--- src/rtl/lru_page_replacement_defines.svh ---
// Assertion macros used by the controller RTL of the LRU page replacement block.
`ifndef LRU_PAGE_REPLACEMENT_DEFINES_SVH
`define LRU_PAGE_REPLACEMENT_DEFINES_SVH

// Same-cycle implication, checked only out of reset.
`define LRU_ASSERT_IMPL(label, clk, rst_n, ante, cons, msg) \
    label: assert property (@(posedge clk) disable iff (!(rst_n)) (ante) |-> (cons)) \
        else $error(msg);

// Next-cycle implication, checked only out of reset.
`define LRU_ASSERT_NEXT(label, clk, rst_n, ante, cons, msg) \
    label: assert property (@(posedge clk) disable iff (!(rst_n)) (ante) |=> (cons)) \
        else $error(msg);

`endif

--- src/rtl/lru_pkg.sv ---
`timescale 1ns / 1ps
`default_nettype none

package lru_pkg;

    localparam int NUM_FRAMES = 8;
    localparam int PAGE_WIDTH = 8;

    localparam int CFG_W     = 4;
    localparam int FILL_W    = $clog2(NUM_FRAMES + 1);
    localparam int CAP_W     = (FILL_W > CFG_W) ? FILL_W : CFG_W;
    localparam int FAULT_W   = 16;
    localparam int IN_DATA_W = 8;
    localparam int OUT_DATA_W = 32;

    localparam logic [CFG_W-1:0]   CFG_RESET = CFG_W'(3);
    localparam logic [FAULT_W-1:0] FAULT_MAX = {FAULT_W{1'b1}};

    typedef enum logic [0:0] {
        ST_IDLE,
        ST_BUSY
    } t_state;

    // Commands from the controller to the datapath.
    typedef struct packed {
        logic load;    // capture the incoming page
        logic update;  // run the stack update and load the result register
    } t_dp_cmd;

endpackage

`default_nettype wire

--- src/rtl/lru_ctrl.sv ---
`timescale 1ns / 1ps
`default_nettype none
`include "lru_page_replacement_defines.svh"

module lru_ctrl (
    input  wire logic            i_clk,
    input  wire logic            i_rst_n,
    input  wire logic            i_s_tvalid,
    output logic                 o_s_tready,
    output logic                 o_m_tvalid,
    input  wire logic            i_m_tready,
    output lru_pkg::t_dp_cmd     o_cmd
);
    import lru_pkg::*;

    t_state r_state;
    t_state n_state;
    logic   r_out_valid;
    logic   n_out_valid;
    logic   out_free;

    // The result register can take a new word when empty or being drained.
    assign out_free = !r_out_valid || i_m_tready;

    always_comb begin
        n_state = r_state;
        unique case (r_state)
            ST_IDLE: begin
                if (i_s_tvalid) begin
                    n_state = ST_BUSY;
                end
            end
            ST_BUSY: begin
                if (out_free) begin
                    n_state = ST_IDLE;
                end
            end
            default: n_state = ST_IDLE;
        endcase
    end

    always_comb begin
        o_cmd       = '0;
        o_s_tready  = 1'b0;
        unique case (r_state)
            ST_IDLE: begin
                o_s_tready = 1'b1;
                o_cmd.load = i_s_tvalid;
            end
            ST_BUSY: begin
                o_cmd.update = out_free;
            end
            default: begin
                o_s_tready = 1'b0;
            end
        endcase
    end

    always_comb begin
        n_out_valid = r_out_valid;
        if (o_cmd.update) begin
            n_out_valid = 1'b1;
        end else if (i_m_tready) begin
            n_out_valid = 1'b0;
        end
    end

    always_ff @(posedge i_clk) begin
        if (!i_rst_n) begin
            r_state     <= ST_IDLE;
            r_out_valid <= 1'b0;
        end else begin
            r_state     <= n_state;
            r_out_valid <= n_out_valid;
        end
    end

    assign o_m_tvalid = r_out_valid;

    `LRU_ASSERT_NEXT(a_hold_stalled, i_clk, i_rst_n, r_out_valid && !i_m_tready,
        r_out_valid, "stalled result word was dropped")
    `LRU_ASSERT_NEXT(a_accept_busy, i_clk, i_rst_n, i_s_tvalid && o_s_tready,
        (r_state == ST_BUSY) && !o_s_tready, "controller did not go busy after accept")
    `LRU_ASSERT_NEXT(a_update_valid, i_clk, i_rst_n, o_cmd.update,
        r_out_valid, "update did not produce a result word")
    `LRU_ASSERT_IMPL(a_cmd_excl, i_clk, i_rst_n, 1'b1,
        $onehot0({o_cmd.load, o_cmd.update}), "load and update issued together")

endmodule

`default_nettype wire

--- src/rtl/lru_datapath.sv ---
`timescale 1ns / 1ps
`default_nettype none

module lru_datapath (
    input  wire logic                           i_clk,
    input  wire logic                           i_rst_n,
    input  wire lru_pkg::t_dp_cmd               i_cmd,
    input  wire logic [lru_pkg::IN_DATA_W-1:0]  i_s_tdata,
    input  wire logic                           i_cfg_we,
    input  wire logic [lru_pkg::CFG_W-1:0]      i_cfg_wdata,
    output logic      [lru_pkg::OUT_DATA_W-1:0] o_m_tdata
);
    import lru_pkg::*;

    logic [PAGE_WIDTH-1:0] r_page;
    logic [PAGE_WIDTH-1:0] r_stack [NUM_FRAMES];
    logic [PAGE_WIDTH-1:0] n_stack [NUM_FRAMES];
    logic [FILL_W-1:0]     r_fill;
    logic [FILL_W-1:0]     n_fill;
    logic [FAULT_W-1:0]    r_fault_cnt;
    logic [FAULT_W-1:0]    n_fault_cnt;
    logic [CFG_W-1:0]      r_cfg;

    logic                  r_out_fault;
    logic                  r_out_ev_valid;
    logic [7:0]            r_out_ev_page;
    logic [FAULT_W-1:0]    r_out_total;
    logic [3:0]            r_out_count;

    logic [CAP_W-1:0]      cfg_wide;
    logic [CAP_W-1:0]      cap;
    logic                  full;
    logic [NUM_FRAMES-1:0] match;
    logic                  hit;
    logic [FILL_W-1:0]     hit_pos;
    logic                  evict;
    logic                  shift;
    logic [FILL_W-1:0]     shift_from;
    logic [FILL_W-1:0]     last_slot;

    // Effective frame count: zero acts as one, large values clip to the depth.
    always_comb begin
        cfg_wide = CAP_W'(r_cfg);
        if (cfg_wide == '0) begin
            cap = CAP_W'(1);
        end else if (cfg_wide > CAP_W'(NUM_FRAMES)) begin
            cap = CAP_W'(NUM_FRAMES);
        end else begin
            cap = cfg_wide;
        end
    end

    assign full = CAP_W'(r_fill) >= cap;

    // One comparator per slot; the lowest matching resident slot wins.
    always_comb begin
        hit_pos = '0;
        for (int k = 0; k < NUM_FRAMES; k++) begin
            match[k] = (r_stack[k] == r_page) && (FILL_W'(k) < r_fill);
        end
        for (int k = NUM_FRAMES - 1; k >= 0; k--) begin
            if (match[k]) begin
                hit_pos = FILL_W'(k);
            end
        end
    end

    assign hit        = |match;
    assign evict      = !hit && full;
    assign shift      = hit || evict;
    assign shift_from = hit ? hit_pos : '0;
    assign last_slot  = r_fill - FILL_W'(1);

    always_comb begin
        for (int k = 0; k < NUM_FRAMES; k++) begin
            n_stack[k] = r_stack[k];
            if (shift) begin
                if (FILL_W'(k) == last_slot) begin
                    n_stack[k] = r_page;
                end else if (k < NUM_FRAMES - 1) begin
                    if ((FILL_W'(k) >= shift_from) && (FILL_W'(k + 1) < r_fill)) begin
                        n_stack[k] = r_stack[k + 1];
                    end
                end
            end else if (FILL_W'(k) == r_fill) begin
                n_stack[k] = r_page;
            end
        end
    end

    always_comb begin
        n_fill      = r_fill;
        n_fault_cnt = r_fault_cnt;
        if (!hit) begin
            if (r_fault_cnt != FAULT_MAX) begin
                n_fault_cnt = r_fault_cnt + FAULT_W'(1);
            end
            if (!full) begin
                n_fill = r_fill + FILL_W'(1);
            end
        end
    end

    always_ff @(posedge i_clk) begin
        if (!i_rst_n) begin
            r_fill      <= '0;
            r_fault_cnt <= '0;
            r_cfg       <= CFG_RESET;
        end else begin
            if (i_cfg_we) begin
                r_cfg <= i_cfg_wdata;
            end
            if (i_cmd.update) begin
                r_fill      <= n_fill;
                r_fault_cnt <= n_fault_cnt;
            end
        end
    end

    always_ff @(posedge i_clk) begin
        if (i_cmd.load) begin
            r_page <= PAGE_WIDTH'(i_s_tdata);
        end
        if (i_cmd.update) begin
            for (int k = 0; k < NUM_FRAMES; k++) begin
                r_stack[k] <= n_stack[k];
            end
            r_out_fault    <= !hit;
            r_out_ev_valid <= evict;
            r_out_ev_page  <= evict ? 8'(r_stack[0]) : 8'd0;
            r_out_total    <= n_fault_cnt;
            r_out_count    <= 4'(n_fill);
        end
    end

    assign o_m_tdata = {2'b00, r_out_count, r_out_total, r_out_ev_page,
                        r_out_ev_valid, r_out_fault};

endmodule

`default_nettype wire

--- src/rtl/lru_page_replacement.sv ---
// Each page word is captured by the controller, then a stack update loads its
// result word; a new page word is not taken until that update is done, and a
// stalled result delays the update.
// Reset (i_rst_n low, synchronous) empties the stack, zeroes the fault total,
// sets the frame count register to 3 and clears the result valid; the input
// ready is high from the first reset edge on, since the controller is idle.
`timescale 1ns / 1ps
`default_nettype none

module lru_page_replacement (
    input  wire logic        i_clk,
    input  wire logic        i_rst_n,
    // Page reference stream.
    input  wire logic        i_s_tvalid,
    output logic             o_s_tready,
    input  wire logic [7:0]  i_s_tdata,    // [7:0] page
    // Result stream.
    output logic             o_m_tvalid,
    input  wire logic        i_m_tready,
    output logic      [31:0] o_m_tdata,    // [0] fault, [1] evicted_valid,
                                           // [9:2] evicted_page, [25:10] fault_total,
                                           // [29:26] resident_count, [31:30] zero
    // Frame count register.
    input  wire logic        i_cfg_we,
    input  wire logic [3:0]  i_cfg_wdata   // frames_in_use
);
    import lru_pkg::*;

    // The controller sequences each page word: it captures the word while
    // idle, then issues one update once the result register is free. The
    // datapath holds the recency stack as a row of slot registers, each with
    // its own comparator, so the hit search and the gap-closing shift finish
    // in the update cycle. Slot zero holds the least recently used page.
    t_dp_cmd cmd;

    lru_ctrl u_ctrl (
        .i_clk      (i_clk),
        .i_rst_n    (i_rst_n),
        .i_s_tvalid (i_s_tvalid),
        .o_s_tready (o_s_tready),
        .o_m_tvalid (o_m_tvalid),
        .i_m_tready (i_m_tready),
        .o_cmd      (cmd)
    );

    // The datapath also owns the frame count register, the fill count and the
    // saturating fault total, and registers each result word for the output.
    lru_datapath u_datapath (
        .i_clk       (i_clk),
        .i_rst_n     (i_rst_n),
        .i_cmd       (cmd),
        .i_s_tdata   (i_s_tdata),
        .i_cfg_we    (i_cfg_we),
        .i_cfg_wdata (i_cfg_wdata),
        .o_m_tdata   (o_m_tdata)
    );

endmodule

`default_nettype wire
--- config.mk ---
export PLATFORM = sky130hd
export DESIGN_NAME = lru_page_replacement
export DESIGN_NICKNAME = d
export VERILOG_FILES = /design/src/rtl/lru_pkg.sv /design/src/rtl/lru_ctrl.sv /design/src/rtl/lru_datapath.sv /design/src/rtl/lru_page_replacement.sv
export VERILOG_INCLUDE_DIRS = /design/src /design/src/rtl
export SDC_FILE = /design/constraint.sdc
export NUM_CORES = 1
export LEC_CHECK = 0
export BUFFER_PORTS_ARGS = -buffer_cell sky130_fd_sc_hd__buf_2
export CORE_MARGIN = 2
export CORE_UTILIZATION = 50
export CTS_CLUSTER_SIZE = 14
export DETAILED_ROUTE_END_ITERATION = 7
export GPL_TIMING_DRIVEN = 0
export PLACE_DENSITY = 0.68
export SLEW_MARGIN = 20
export SYNTH_ARGS = -nofsm -noshare
export SYNTH_HDL_FRONTEND = slang
export SYNTH_SLANG_ARGS = --single-unit
--- constraint.sdc ---
create_clock -name i_clk -period 4.05 [get_ports i_clk]
set_input_delay 0.81 -clock i_clk [delete_from_list [all_inputs] [get_ports i_clk]]
set_output_delay 0.81 -clock i_clk [all_outputs]
set_load 0.05 [all_outputs]
==> results of run 1 <==
## layer usage
metal	GRT usage	routed length, um	vias to the layer above	part of all wire
li1	-	-	2210	-
met1	0.261	6100	2183	0.44
met2	0.329	6720	116	0.49
met3	0.0534	710	18	0.052
met4	0.0704	209	0	0.015
met5	0	0	-	0
## kinds of logic after synthesis
kind of cell               count (synthesis)  synth area share
AOI/OAI and AO/OA                         59            0.0628
muxes                                     79             0.125
other                                      1          0.000541
adders and majority gates                 10            0.0180
buffers and inverters                     46            0.0453
xor gates and xnor gates                  77            0.0972
and+or+nand+nor                          167             0.135
DFF                                      128             0.517
## worst register-to-register path, cell delays in order, from the launching register on
cell,delay [ns]
dfxtp_1,0.40
inv_1,0.18
ha_1,0.42
o21ai_0,0.25
nand4_1,0.29
nand4_4,0.27
nor3_4,0.42
buf_6,0.23
mux2_2,0.35
o22ai_1,0.64
## sequential cells by signal (all words and copies together) (netlist names)
| name | flops |
|---|---|
| u_datapath.r_out_ev_valid | 1 |
| u_datapath.r_out_fault | 1 |
| u_datapath.r_out_ev_page | 8 |
| u_datapath.r_fill | 4 |
| u_datapath.r_page | 8 |
| u_datapath.r_out_total | 16 |
| u_ctrl.o_m_tvalid | 1 |
| u_datapath.r_out_count | 4 |
| u_datapath.cfg_wide | 4 |
| u_ctrl.r_state | 1 |
| u_datapath.r_stack | 64 |
| u_datapath.r_fault_cnt | 16 |
## cell type report
type,count,area share
clock inverter,12,0.0149
multi-input combinational,394,0.382
sequential,128,0.448
timing repair buffer,50,0.0341
buffer,38,0.0357
clock buffer,19,0.0541
tap,180,0.0281
inverter,8,0.00375
## report_power, final
| part | switching, W | internal (W) |
|---|---|---|
| Combinational | 0.000282 | 0.000195 |
| Clock | 0.000544 | 0.000892 |
| Sequential | 0.0000263 | 0.00149 |
| Total | 0.000853 | 0.00258 |
## cells in the final DEF (no fill, tap or decap), types with 6 or more instances in the layout
cell	synthesis	routed
nor4_1	7	7
nand2b_1	16	16
nor2_1	16	16
inv_1	7	7
clkbuf_16	0	17
mux2_2	60	60
o21ai_0	7	7
nand2_1	49	49
edfxtp_1	102	102
nand4_1	11	11
clkinv_2	0	7
and3_1	15	15
a21o_1	6	6
dfxtp_1	26	26
xor2_1	36	36
xnor2_1	41	41
a21oi_1	13	12
buf_6	13	13
ha_1	10	10
mux2i_1	17	17
buf_2	5	54
nand3_1	19	19
nor3_1	8	8
clkbuf_1	10	11
buf_4	10	10
## per-stage QoR
step                hold slack (ns)  setup WS (ns)  power [W]
floorplan                     0.428          0.620    0.00191
global placement              0.433         -0.358    0.00200
detailed placement            0.438          0.211    0.00202
CTS                           0.452          0.185    0.00346
global route                  0.461         0.0457    0.00356
finish                        0.452          0.230    0.00343
## worst min path at each step
stage	endpoint	from
after floorplan	u_datapath.r_stack[1][24]	u_datapath.r_page[0]
after global placement	u_datapath.r_stack[1][31]	u_datapath.r_page[7]
after detailed placement	u_datapath.r_stack[1][25]	u_datapath.r_page[1]
after CTS	u_datapath.r_stack[1][25]	u_datapath.r_page[1]
after global routing	u_datapath.r_stack[1][25]	u_datapath.r_page[1]
final	u_datapath.r_stack[1][25]	u_datapath.r_page[1]
## timing repair
| action | 4_1_cts | 5_1_grt |
|---|---|---|
| endpoints found under the setup margin | 0 | 8 |
| resized for setup | 0 | 1 |
| endpoints found under the hold margin | 0 | 0 |
==> results.sh, run 1 <==
export IMPL_outcome="completed"
export IMPL_cp_max_fo=10
export IMPL_synth_seq_area_share=0.517
export IMPL_worst_path_stages=9
export IMPL_finalCritPeriodShare=0.943
export IMPL_multi_input_area_um2=3050
export IMPL_cts_setup_buffers=0
export IMPL_grt_max_degree=22
export IMPL_cts_tree="yes"
export IMPL_rsz0062_at_grt="false"
export IMPL_nets=664
export IMPL_hold_viol_final=0
export IMPL_netlist_area_um2=6940
export IMPL_stdcell_count=829
export IMPL_hold_depth=0
export IMPL_grt_usage=0.202
export IMPL_insertion_delay_ns=0.43
export IMPL_start_util=0.506
export IMPL_cts_made_buffers=17
export IMPL_wl_per_cell_um=16.6
export IMPL_std_cell_rows=43
export IMPL_fillers=1122
export IMPL_io_buffers=46
export IMPL_crit_path_start="u_datapath.r_fill[1]"
export IMPL_slew_violations=0
export IMPL_htree_levels=4
export IMPL_cp_data_required_time_ns=4.10
export IMPL_grt_pass1_vias=4526
export IMPL_ant_nets=0
export IMPL_r2r_end="u_datapath.r_stack[0][19]"
export IMPL_synthArstFlopShare=0
export IMPL_ys_types=64
export IMPL_clock_fmax_mhz=262
export IMPL_yosys_top_cells_area="edfxtp_1 (44%), mux2_2 (9.7%), dfxtp_1 (7.5%)"
export IMPL_tightest_slew_ns=0.821
export IMPL_final_setup_viol_count=0
export IMPL_ff2ff_setup_slack_ns=0.23
export IMPL_vias_per_cell=5.46
export IMPL_hold_path_class="reg2reg"
export IMPL_critPathSlowestCell="o22ai_1"
export IMPL_die_x_um=122
export IMPL_synth_top_area_frac=0.441
export IMPL_grt_ovfl_total=0
export IMPL_synthFlopType="edfxtp_1"
export IMPL_io_pins=51
export IMPL_dp_hpwl_mm=10.2
export IMPL_fin_util=0.583
export IMPL_reg2reg_from="u_datapath.r_fill[1]"
export IMPL_synth_edf_count=102
export IMPL_crit_path_start_kind="flip-flop"
export IMPL_fin_skew_ns=0.00853
export IMPL_ys_ff_latch=128
export IMPL_placed_area_um2=7450
export IMPL_fin_setup_tns_ns=0
export IMPL_synth_most_common_cell="edfxtp_1"
export IMPL_layout_min_cycle_time_ns=3.82
export IMPL_cp_top_family="simple AND/OR/NAND/NOR gates"
export IMPL_gp_congestion=0.828
export IMPL_core_um2=13700
export IMPL_dr_pass1_iters=5
export IMPL_ctsHoldBuffers=0
export IMPL_path_buf_inv=2
export IMPL_wirelength_mm=13.7
export IMPL_drt_drc_violations_left=0
export IMPL_ir_drop_mv=0.365
export IMPL_regArea_um2=3580
export IMPL_p_per_area_nw_per_um2=429
export IMPL_slew_headroom=0.453
export IMPL_yosys_area_top_type="edfxtp_1"
export IMPL_crit_chain="inv_1 -> ha_1 -> o21ai_0 -> nand4_1 -> nand4_4 -> nor3_4 -> buf_6 -> mux2_2 -> o22ai_1"
export IMPL_cp_arrival_ns=3.87
export IMPL_critPathMaxStageDelay_ns=0.64
export IMPL_cts_buffer_depth=2
export IMPL_num_antenna_cells=0
export IMPL_rr_worst_depth=9
export IMPL_synthToLayoutAreaGrowth_pct=15.3
export IMPL_yosys_top_cells_count="edfxtp_1 (102), mux2_2 (60), nand2_1 (49), xnor2_1 (41), xor2_1 (36)"
export IMPL_avgSynthCellArea_um2=12.2
export IMPL_cts_sinks=128
export IMPL_grt_antenna_before_repair=0
export IMPL_ys_warn_count=0
export IMPL_clockRootBuffer="clkbuf_16"
export IMPL_crit_end="u_datapath.r_stack[0][19]"
export IMPL_clkTransAtPathRegs_ns=0.06
export IMPL_final_area_um2=8000
export IMPL_routed_via_count=4527
export IMPL_synth_cells=567
export IMPL_cp_end_kind="flip-flop"
export IMPL_die_height_um=122
export IMPL_drtIter0Drc=256
export IMPL_dieArea_um2=14800
export IMPL_grt_pass1_wl_mm=22.8
export IMPL_criticalPathCategory="reg2reg"
export IMPL_dp_cells=798
export IMPL_drv_cap=0
export IMPL_p_leak_nw=3.00
export IMPL_drive_gt1_frac=0.290
No activity file was read; power rests on OpenSTA's default activity.
==> run 2: changes to the inputs <==
--- a/config.mk
+++ b/config.mk
@@ -16,4 +16,5 @@
 export SLEW_MARGIN = 20
 export SYNTH_ARGS = -nofsm -noshare
 export SYNTH_HDL_FRONTEND = slang
+export SYNTH_HIERARCHICAL = 1
 export SYNTH_SLANG_ARGS = --single-unit
==> run 2 against run 1 <==
Compared with the run above:
- via count up 0.15%
- hold slack lost 0.0015 ns
- clock skew up 0.00060 ns
- sequential share of layout area shrank 0.85 points
- sequential power about the same
- worst setup slack better by 0.15 ns
- flip-flop and latch count stayed put
- critical path depth up 1
- synthesized area grew 1.2%
- design area increased by 1.9%
==> results.sh, run 2 <==
export IMPL_critPathMaxStageDelay_ns=0.66
export IMPL_slew_headroom=0.415
export IMPL_yosys_top_cells_count="edfxtp_1 (102), xnor2_1 (53), mux2_2 (51), nand2_1 (39), xor2_1 (28)"
export IMPL_synth_top_area_frac=0.436
export IMPL_grt_max_degree=34
export IMPL_crit_chain="inv_1 -> ha_1 -> inv_1 -> a21oi_1 -> nor3_2 -> nor4_4 -> buf_4 -> nand3_2 -> buf_2 -> a311oi_2"
export IMPL_dieArea_um2=15000
export IMPL_synthToLayoutAreaGrowth_pct=16.2
export IMPL_crit_path_start_kind="flip-flop"
export IMPL_ys_types=59
export IMPL_p_per_area_nw_per_um2=445
export IMPL_crit_end="u_datapath/r_stack[0][21]"
export IMPL_drtIter0Drc=329
export IMPL_routed_via_count=4534
export IMPL_finalCritPeriodShare=0.907
export IMPL_cp_end_kind="flip-flop"
export IMPL_nets=667
export IMPL_htree_levels=4
export IMPL_synth_cells=570
export IMPL_grt_usage=0.195
export IMPL_std_cell_rows=43
export IMPL_yosys_area_top_type="edfxtp_1"
export IMPL_clockRootBuffer="clkbuf_16"
export IMPL_final_setup_viol_count=0
export IMPL_core_um2=13800
export IMPL_reg2reg_from="u_datapath/r_fill[0]"
export IMPL_synth_xor_xnor_area_share=0.103
export IMPL_crit_path_start="u_datapath/r_fill[0]"
export IMPL_path_buf_inv=4
export IMPL_io_pins=51
export IMPL_clock_fmax_mhz=272
export IMPL_synthFlopType="edfxtp_1"
export IMPL_cp_arrival_ns=3.72
export IMPL_final_area_um2=8160
export IMPL_outcome="completed"
export IMPL_rsz0062_at_grt="false"
export IMPL_largest_reg_flops=64
export IMPL_criticalPathCategory="reg2reg"
export IMPL_synth_most_common_cell="edfxtp_1"
export IMPL_worst_path_stages=10
export IMPL_synthArstFlopShare=0
export IMPL_fin_ws_ns=0.378
export IMPL_netlist_area_um2=7020
export IMPL_use_met2=0.317
export IMPL_insertion_delay_ns=0.42
export IMPL_ctsHoldBuffers=0
export IMPL_gp_congestion=0.904
export IMPL_grt_antenna_before_repair=0
export IMPL_cts_tree="yes"
export IMPL_ir_drop_mv=0.347
export IMPL_synth_compound_area_share=0.0667
export IMPL_dr_pass1_iters=4
export IMPL_grt_ovfl_total=0
export IMPL_rr_worst_depth=10
export IMPL_layout_min_cycle_time_ns=3.67
export IMPL_ant_nets=0
export IMPL_synth_top_family_by_area="simple AND/OR/NAND/NOR gates"
export IMPL_cts_sinks=128
export IMPL_cts_made_buffers=17
export IMPL_drv_cap=0
export IMPL_hold_viol_final=0
export IMPL_io_buffers=47
export IMPL_top_usage_layer="met2"
export IMPL_cp_data_required_time_ns=4.10
export IMPL_wl_per_cell_um=16.8
export IMPL_drt_drc_violations_left=0
export IMPL_grt_met3_usage=0.0511
export IMPL_critPathSlowestCell="a311oi_2"
export IMPL_num_antenna_cells=0
export IMPL_vias_per_cell=5.46
export IMPL_fin_setup_tns_ns=0
export IMPL_wirelength_mm=14.0
export IMPL_dpl_worst_slack_ns=0.135
export IMPL_cp_max_fo=10
export IMPL_fin_skew_ns=0.00913
export IMPL_start_util=0.510
export IMPL_placed_area_um2=7510
export IMPL_layout_commonest_cell="edfxtp_1"
export IMPL_postCtsResizedCells=0
export IMPL_r2r_end="u_datapath/r_stack[0][21]"
export IMPL_ys_warn_count=6
export IMPL_clkTransAtPathRegs_ns=0.06
export IMPL_avgSynthCellArea_um2=12.3
export IMPL_ff2ff_setup_slack_ns=0.38
export IMPL_hold_path_class="reg2reg"
export IMPL_synth_mux_area_frac=0.112
export IMPL_synthAdderAreaFrac=0.0232
export IMPL_tightest_slew_ns=0.853
export IMPL_p_leak_nw=2.94
export IMPL_synth_seq_area_share=0.511
export IMPL_die_height_um=122
export IMPL_slew_violations=0
export IMPL_path_common_cell="inv_1"
export IMPL_cts_buffer_depth=2
export IMPL_grt_pass1_wl_mm=21.9
export IMPL_regMostFlops="u_datapath/r_stack"
export IMPL_yosys_area_share_simple=0.138
export IMPL_yosys_top_cells_area="edfxtp_1 (44%), mux2_2 (8.2%), dfxtp_1 (7.4%)"
export IMPL_use_met1=0.249
export IMPL_drive_gt1_frac=0.317
export IMPL_cp_top_family="buffers and inverters"
export IMPL_cts_setup_buffers=0
export IMPL_grt_pass1_vias=4432
export IMPL_die_x_um=122
export IMPL_top_regs="u_datapath/r_stack: 64 flops, u_datapath/r_fault_cnt: 16 flops, u_datapath/r_out_total: 16 flops"
export IMPL_fin_util=0.592
export IMPL_final_cell_mix="edfxtp_1 (102), xnor2_1 (53), buf_2 (52)"
export IMPL_synth_edf_count=102
export IMPL_ys_ff_latch=128
export IMPL_dp_hpwl_mm=10.2
## run 2: logic make-up after synthesis
group / after synthesis
simple gates: 161
flops: 128
buf+inv: 50
mux: 68
compound gates: 67
fa+ha+maj: 13
xor+xnor: 82
other cells: 1
## run 2: routing by layer
layer  part of all wire  up-vias
met5                  0        -
met4              0.021        0
met3              0.050       27
met2               0.48      118
met1               0.45     2204
li1                   -     2185
## run 2: stage by stage
stage / hold WS (ns) / power, W / instances
global route: 0.459 / 0.00374 / 830
floorplan: 0.428 / 0.00189 / 571
global placement: 0.436 / 0.00197 / 798
finish: 0.450 / 0.00363 / 830
CTS: 0.454 / 0.00366 / 830
detailed placement: 0.440 / 0.00199 / 798
## run 2: worst min path at each step
stage,startpoint,to,slack [ns],cells after the start
6_report,u_datapath/r_page[6],u_datapath/r_stack[1][30],0.45,0
5_1_grt,u_datapath/r_page[6],u_datapath/r_stack[1][30],0.46,0
4_1_cts,u_datapath/r_page[6],u_datapath/r_stack[1][30],0.45,0
3_5_place_dp,u_datapath/r_page[6],u_datapath/r_stack[1][30],0.44,0
3_3_place_gp,u_datapath/r_page[5],u_datapath/r_stack[1][29],0.44,0
2_1_floorplan,u_datapath/r_page[0],u_datapath/r_stack[1][24],0.43,0
## run 2: power by group
| group | switching [W] | internal, W |
|---|---|---|
| Combinational | 0.000270 | 0.000188 |
| Sequential | 0.0000242 | 0.00149 |
| Clock | 0.000577 | 0.00109 |
## run 2: layout make-up
type / instances / area (um2)
fill: 1102 / 5620
sequential: 128 / 3580
multi-input combinational: 393 / 3150
clock buffer: 17 / 425
buffer: 36 / 269
timing repair buffer: 47 / 235
tap: 180 / 225
clock inverter: 15 / 215
inverter: 14 / 52.6
==> run 3: changes to the inputs <==
--- a/config.mk
+++ b/config.mk
@@ -6,13 +6,14 @@
 export SDC_FILE = /design/constraint.sdc
 export NUM_CORES = 1
 export LEC_CHECK = 0
+export ABC_AREA = 1
 export BUFFER_PORTS_ARGS = -buffer_cell sky130_fd_sc_hd__buf_2
 export CORE_MARGIN = 2
 export CORE_UTILIZATION = 50
 export CTS_CLUSTER_SIZE = 14
 export DETAILED_ROUTE_END_ITERATION = 7
 export GPL_TIMING_DRIVEN = 0
-export PLACE_DENSITY = 0.68
+export PLACE_DENSITY = 0.71
 export SLEW_MARGIN = 20
 export SYNTH_ARGS = -nofsm -noshare
 export SYNTH_HDL_FRONTEND = slang
==> constraint.sdc (replaced) <==
create_clock -name i_clk -period 3.1 [get_ports i_clk]
set_input_delay 0.62 -clock i_clk [delete_from_list [all_inputs] [get_ports i_clk]]
set_output_delay 0.62 -clock i_clk [all_outputs]
set_load 0.05 [all_outputs]
==> run 3 against run 2 <==
Compared with the run above:
- power rose by 45%
- critical path type unchanged
- first-iteration DRC count rose by 66%
- fmax rose by 28%
- die area rose by 0.75%
- highest routed layer unchanged
- largest cell class unchanged
==> results.sh, run 3 <==
export IMPL_outcome="completed"
export IMPL_finalCritPeriodShare=0.927
export IMPL_cp_data_required_time_ns=3.20
export IMPL_yosys_top_cells_area="edfxtp_1 (43%), nand2_1 (11%), dfxtp_1 (7.4%)"
export IMPL_std_cell_rows=43
export IMPL_clkTransAtPathRegs_ns=0.05
export IMPL_path_common_cell="nand2_1"
export IMPL_insertion_delay_ns=0.43
export IMPL_synth_edf_count=102
export IMPL_crit_chain="buf_4 -> nand2_1 -> nand2_1 -> nor2_1 -> nand3_1 -> o21ai_1 -> nor2_4 -> nand3_4 -> buf_6 -> inv_2 -> nand2_1 -> nand2_1 -> a21oi_4"
export IMPL_gp_congestion=0.901
export IMPL_yosys_top_cells_count="nand2_1 (213), edfxtp_1 (102), inv_1 (101), nor2_1 (85), a21oi_1 (55)"
export IMPL_start_util=0.512
export IMPL_drive_gt1_frac=0.165
export IMPL_dr_wl_met3_um=805
export IMPL_p_per_area_nw_per_um2=642
export IMPL_top_regs="u_datapath/r_stack: 64 flops, u_datapath/r_fault_cnt: 16 flops, u_datapath/r_out_total: 16 flops"
export IMPL_netlist_area_um2=7070
export IMPL_cp_max_fo=10
export IMPL_dp_hpwl_mm=11.5
export IMPL_synth_seq_area_share=0.507
export IMPL_fin_ws_ns=0.225
export IMPL_clockRootBuffer="clkbuf_16"
export IMPL_cp_end_kind="flip-flop"
export IMPL_ctsHoldBuffers=0
export IMPL_clock_fmax_mhz=348
export IMPL_drtIter0Drc=547
export IMPL_htree_levels=4
export IMPL_ys_ff_latch=128
export IMPL_final_cell_mix="nand2_1 (213), edfxtp_1 (102), inv_1 (99)"
export IMPL_dpl_worst_slack_ns=-0.393
export IMPL_fillers=1169
export IMPL_synth_top_area_frac=0.433
export IMPL_regArea_um2=3580
export IMPL_p_leak_nw=3.58
export IMPL_synthArstFlopShare=0
export IMPL_synth_most_common_cell="nand2_1"
export IMPL_dieArea_um2=15100
export IMPL_p_total_w=0.00525
export IMPL_dr_pass1_iters=5
export IMPL_tightest_slew_ns=0.665
export IMPL_synthToLayoutAreaGrowth_pct=15.7
export IMPL_avgSynthCellArea_um2=8.31
export IMPL_nets=950
export IMPL_cts_buffer_depth=2
export IMPL_p_int_w=0.00362
export IMPL_routed_via_count=5798
export IMPL_io_buffers=48
export IMPL_core_um2=13800
export IMPL_wl_met1_mm=7.39
export IMPL_cp_arrival_ns=2.97
export IMPL_grt_max_degree=39
export IMPL_ir_drop_mv=0.493
export IMPL_die_x_um=123
export IMPL_hold_slack_ns=0.367
export IMPL_p_sw_frac=0.311
export IMPL_fin_skew_ns=0.00986
export IMPL_vias_per_cell=5.21
export IMPL_hold_path_class="in2reg"
export IMPL_grt_pass1_wl_mm=25.5
export IMPL_final_setup_viol_count=0
export IMPL_grt_pass1_vias=5203
export IMPL_crit_path_start_kind="flip-flop"
export IMPL_drv_cap=0
export IMPL_cts_tree="yes"
export IMPL_drt_drc_violations_left=0
export IMPL_num_antenna_cells=0
export IMPL_layout_commonest_cell="nand2_1"
export IMPL_ys_warn_count=6
export IMPL_cts_sinks=128
export IMPL_ant_nets=0
export IMPL_slew_violations=0
export IMPL_wl_per_cell_um=14.3
export IMPL_power_switching_w=0.00163
export IMPL_ys_types=34
export IMPL_synth_cells=851
export IMPL_yosys_area_top_type="edfxtp_1"
export IMPL_criticalPathCategory="reg2reg"
export IMPL_grt_antenna_before_repair=0
export IMPL_cts_made_buffers=17
export IMPL_seqPwrFrac=0.415
export IMPL_layout_min_cycle_time_ns=2.87
export IMPL_critPathSlowestCell="edfxtp_1"
export IMPL_fin_setup_tns_ns=0
export IMPL_comb_power_share=0.228
export IMPL_hold_viol_final=0
export IMPL_slew_headroom=0.553
export IMPL_wirelength_mm=15.9
export IMPL_largest_reg_flops=64
export IMPL_critPathMaxStageDelay_ns=0.59
export IMPL_multi_input_area_um2=2910
export IMPL_grt_usage=0.225
export IMPL_io_pins=51
export IMPL_die_height_um=123
export IMPL_synthFlopType="edfxtp_1"
export IMPL_dr_max_layer_used="met4"
export IMPL_wl_met2_mm=7.27
export IMPL_clkPwrFrac=0.357
export IMPL_rsz0062_at_grt="false"
export IMPL_regMostFlops="u_datapath/r_stack"
export IMPL_grt_ovfl_total=0
run 3: worst paths after layout:
path / startpoint / slack (ns) / to / cells after the start
max reg2reg: u_datapath/r_page[0] / 0.23 / u_datapath/r_stack[1][19] / 13
min: i_s_tdata[0] / 0.37 / u_datapath/r_page[0] / 1
max: u_datapath/r_page[0] / 0.23 / u_datapath/r_stack[1][19] / 13
min reg2reg: u_datapath/r_page[4] / 0.46 / u_datapath/r_stack[1][28] / 0
run 3: final cells by class:
cell class | count | share of cell area
flip-flops and latches | 128 | 0.438
well taps | 180 | 0.0275
repair buffers | 49 | 0.0318
multi-input cells | 577 | 0.356
clock buffers | 26 | 0.0599
plain buffers | 31 | 0.0257
inverters | 116 | 0.0538
clock inverters | 6 | 0.00703
run 3: metal layers:
layer | vias to the layer above | track usage
li1 | 2931 | -
met1 | 2670 | 0.302
met2 | 166 | 0.353
met3 | 31 | 0.0470
met4 | 0 | 0.0991
met5 | - | 0
run 3: power by group through the flow:
| stage | Combinational, W | Clock (W) | Sequential (W) |
|---|---|---|---|
| 2_1_floorplan | 0.000788 | 0 | 0.00230 |
| 3_5_place_dp | 0.00115 | 0 | 0.00221 |
| 3_3_place_gp | 0.00113 | 0 | 0.00221 |
| 5_1_grt | 0.00134 | 0.00197 | 0.00220 |
| 4_1_cts | 0.00118 | 0.00189 | 0.00218 |
| 6_report | 0.00120 | 0.00187 | 0.00218 |
run 3: stage by stage:
| stage | area [um2] | instances | utilization |
|---|---|---|---|
| after detailed placement | 7540 | 1080 | 0.545 |
| final | 8180 | 1113 | 0.592 |
| after floorplan | 7080 | 852 | - |
| after global routing | 8180 | 1113 | 0.592 |
| after global placement | 7540 | 1080 | 0.545 |
| after CTS | 8140 | 1112 | 0.588 |
run 3: cell families (layout without fill, tap and decap cells):
| kind of cell | Yosys count | after routing | share of synthesized area |
|---|---|---|---|
| xor+xnor | 30 | 30 | 0.0371 |
| other cells | 1 | 2 | 0.000530 |
| compound gates | 150 | 150 | 0.112 |
| flops | 128 | 128 | 0.507 |
| buf+inv | 147 | 228 | 0.0916 |
| fa+ha+maj | 13 | 13 | 0.0230 |
| simple gates | 382 | 382 | 0.229 |
run 3: repair_timing:
| item | CTS | global route |
|---|---|---|
| endpoints found under the setup margin | 64 | 67 |
| pin swaps | 0 | 2 |
| gates resized for setup | 11 | 8 |
| setup buffers | 0 | 1 |
run 3: critical path: cells and delay by family (launching register included):
kind | cells | cell delay [ns]
and+or+nand+nor | 8 | 0.77
AOI/OAI and AO/OA | 2 | 0.64
buffers and inverters | 3 | 0.54
DFF | 1 | 0.59
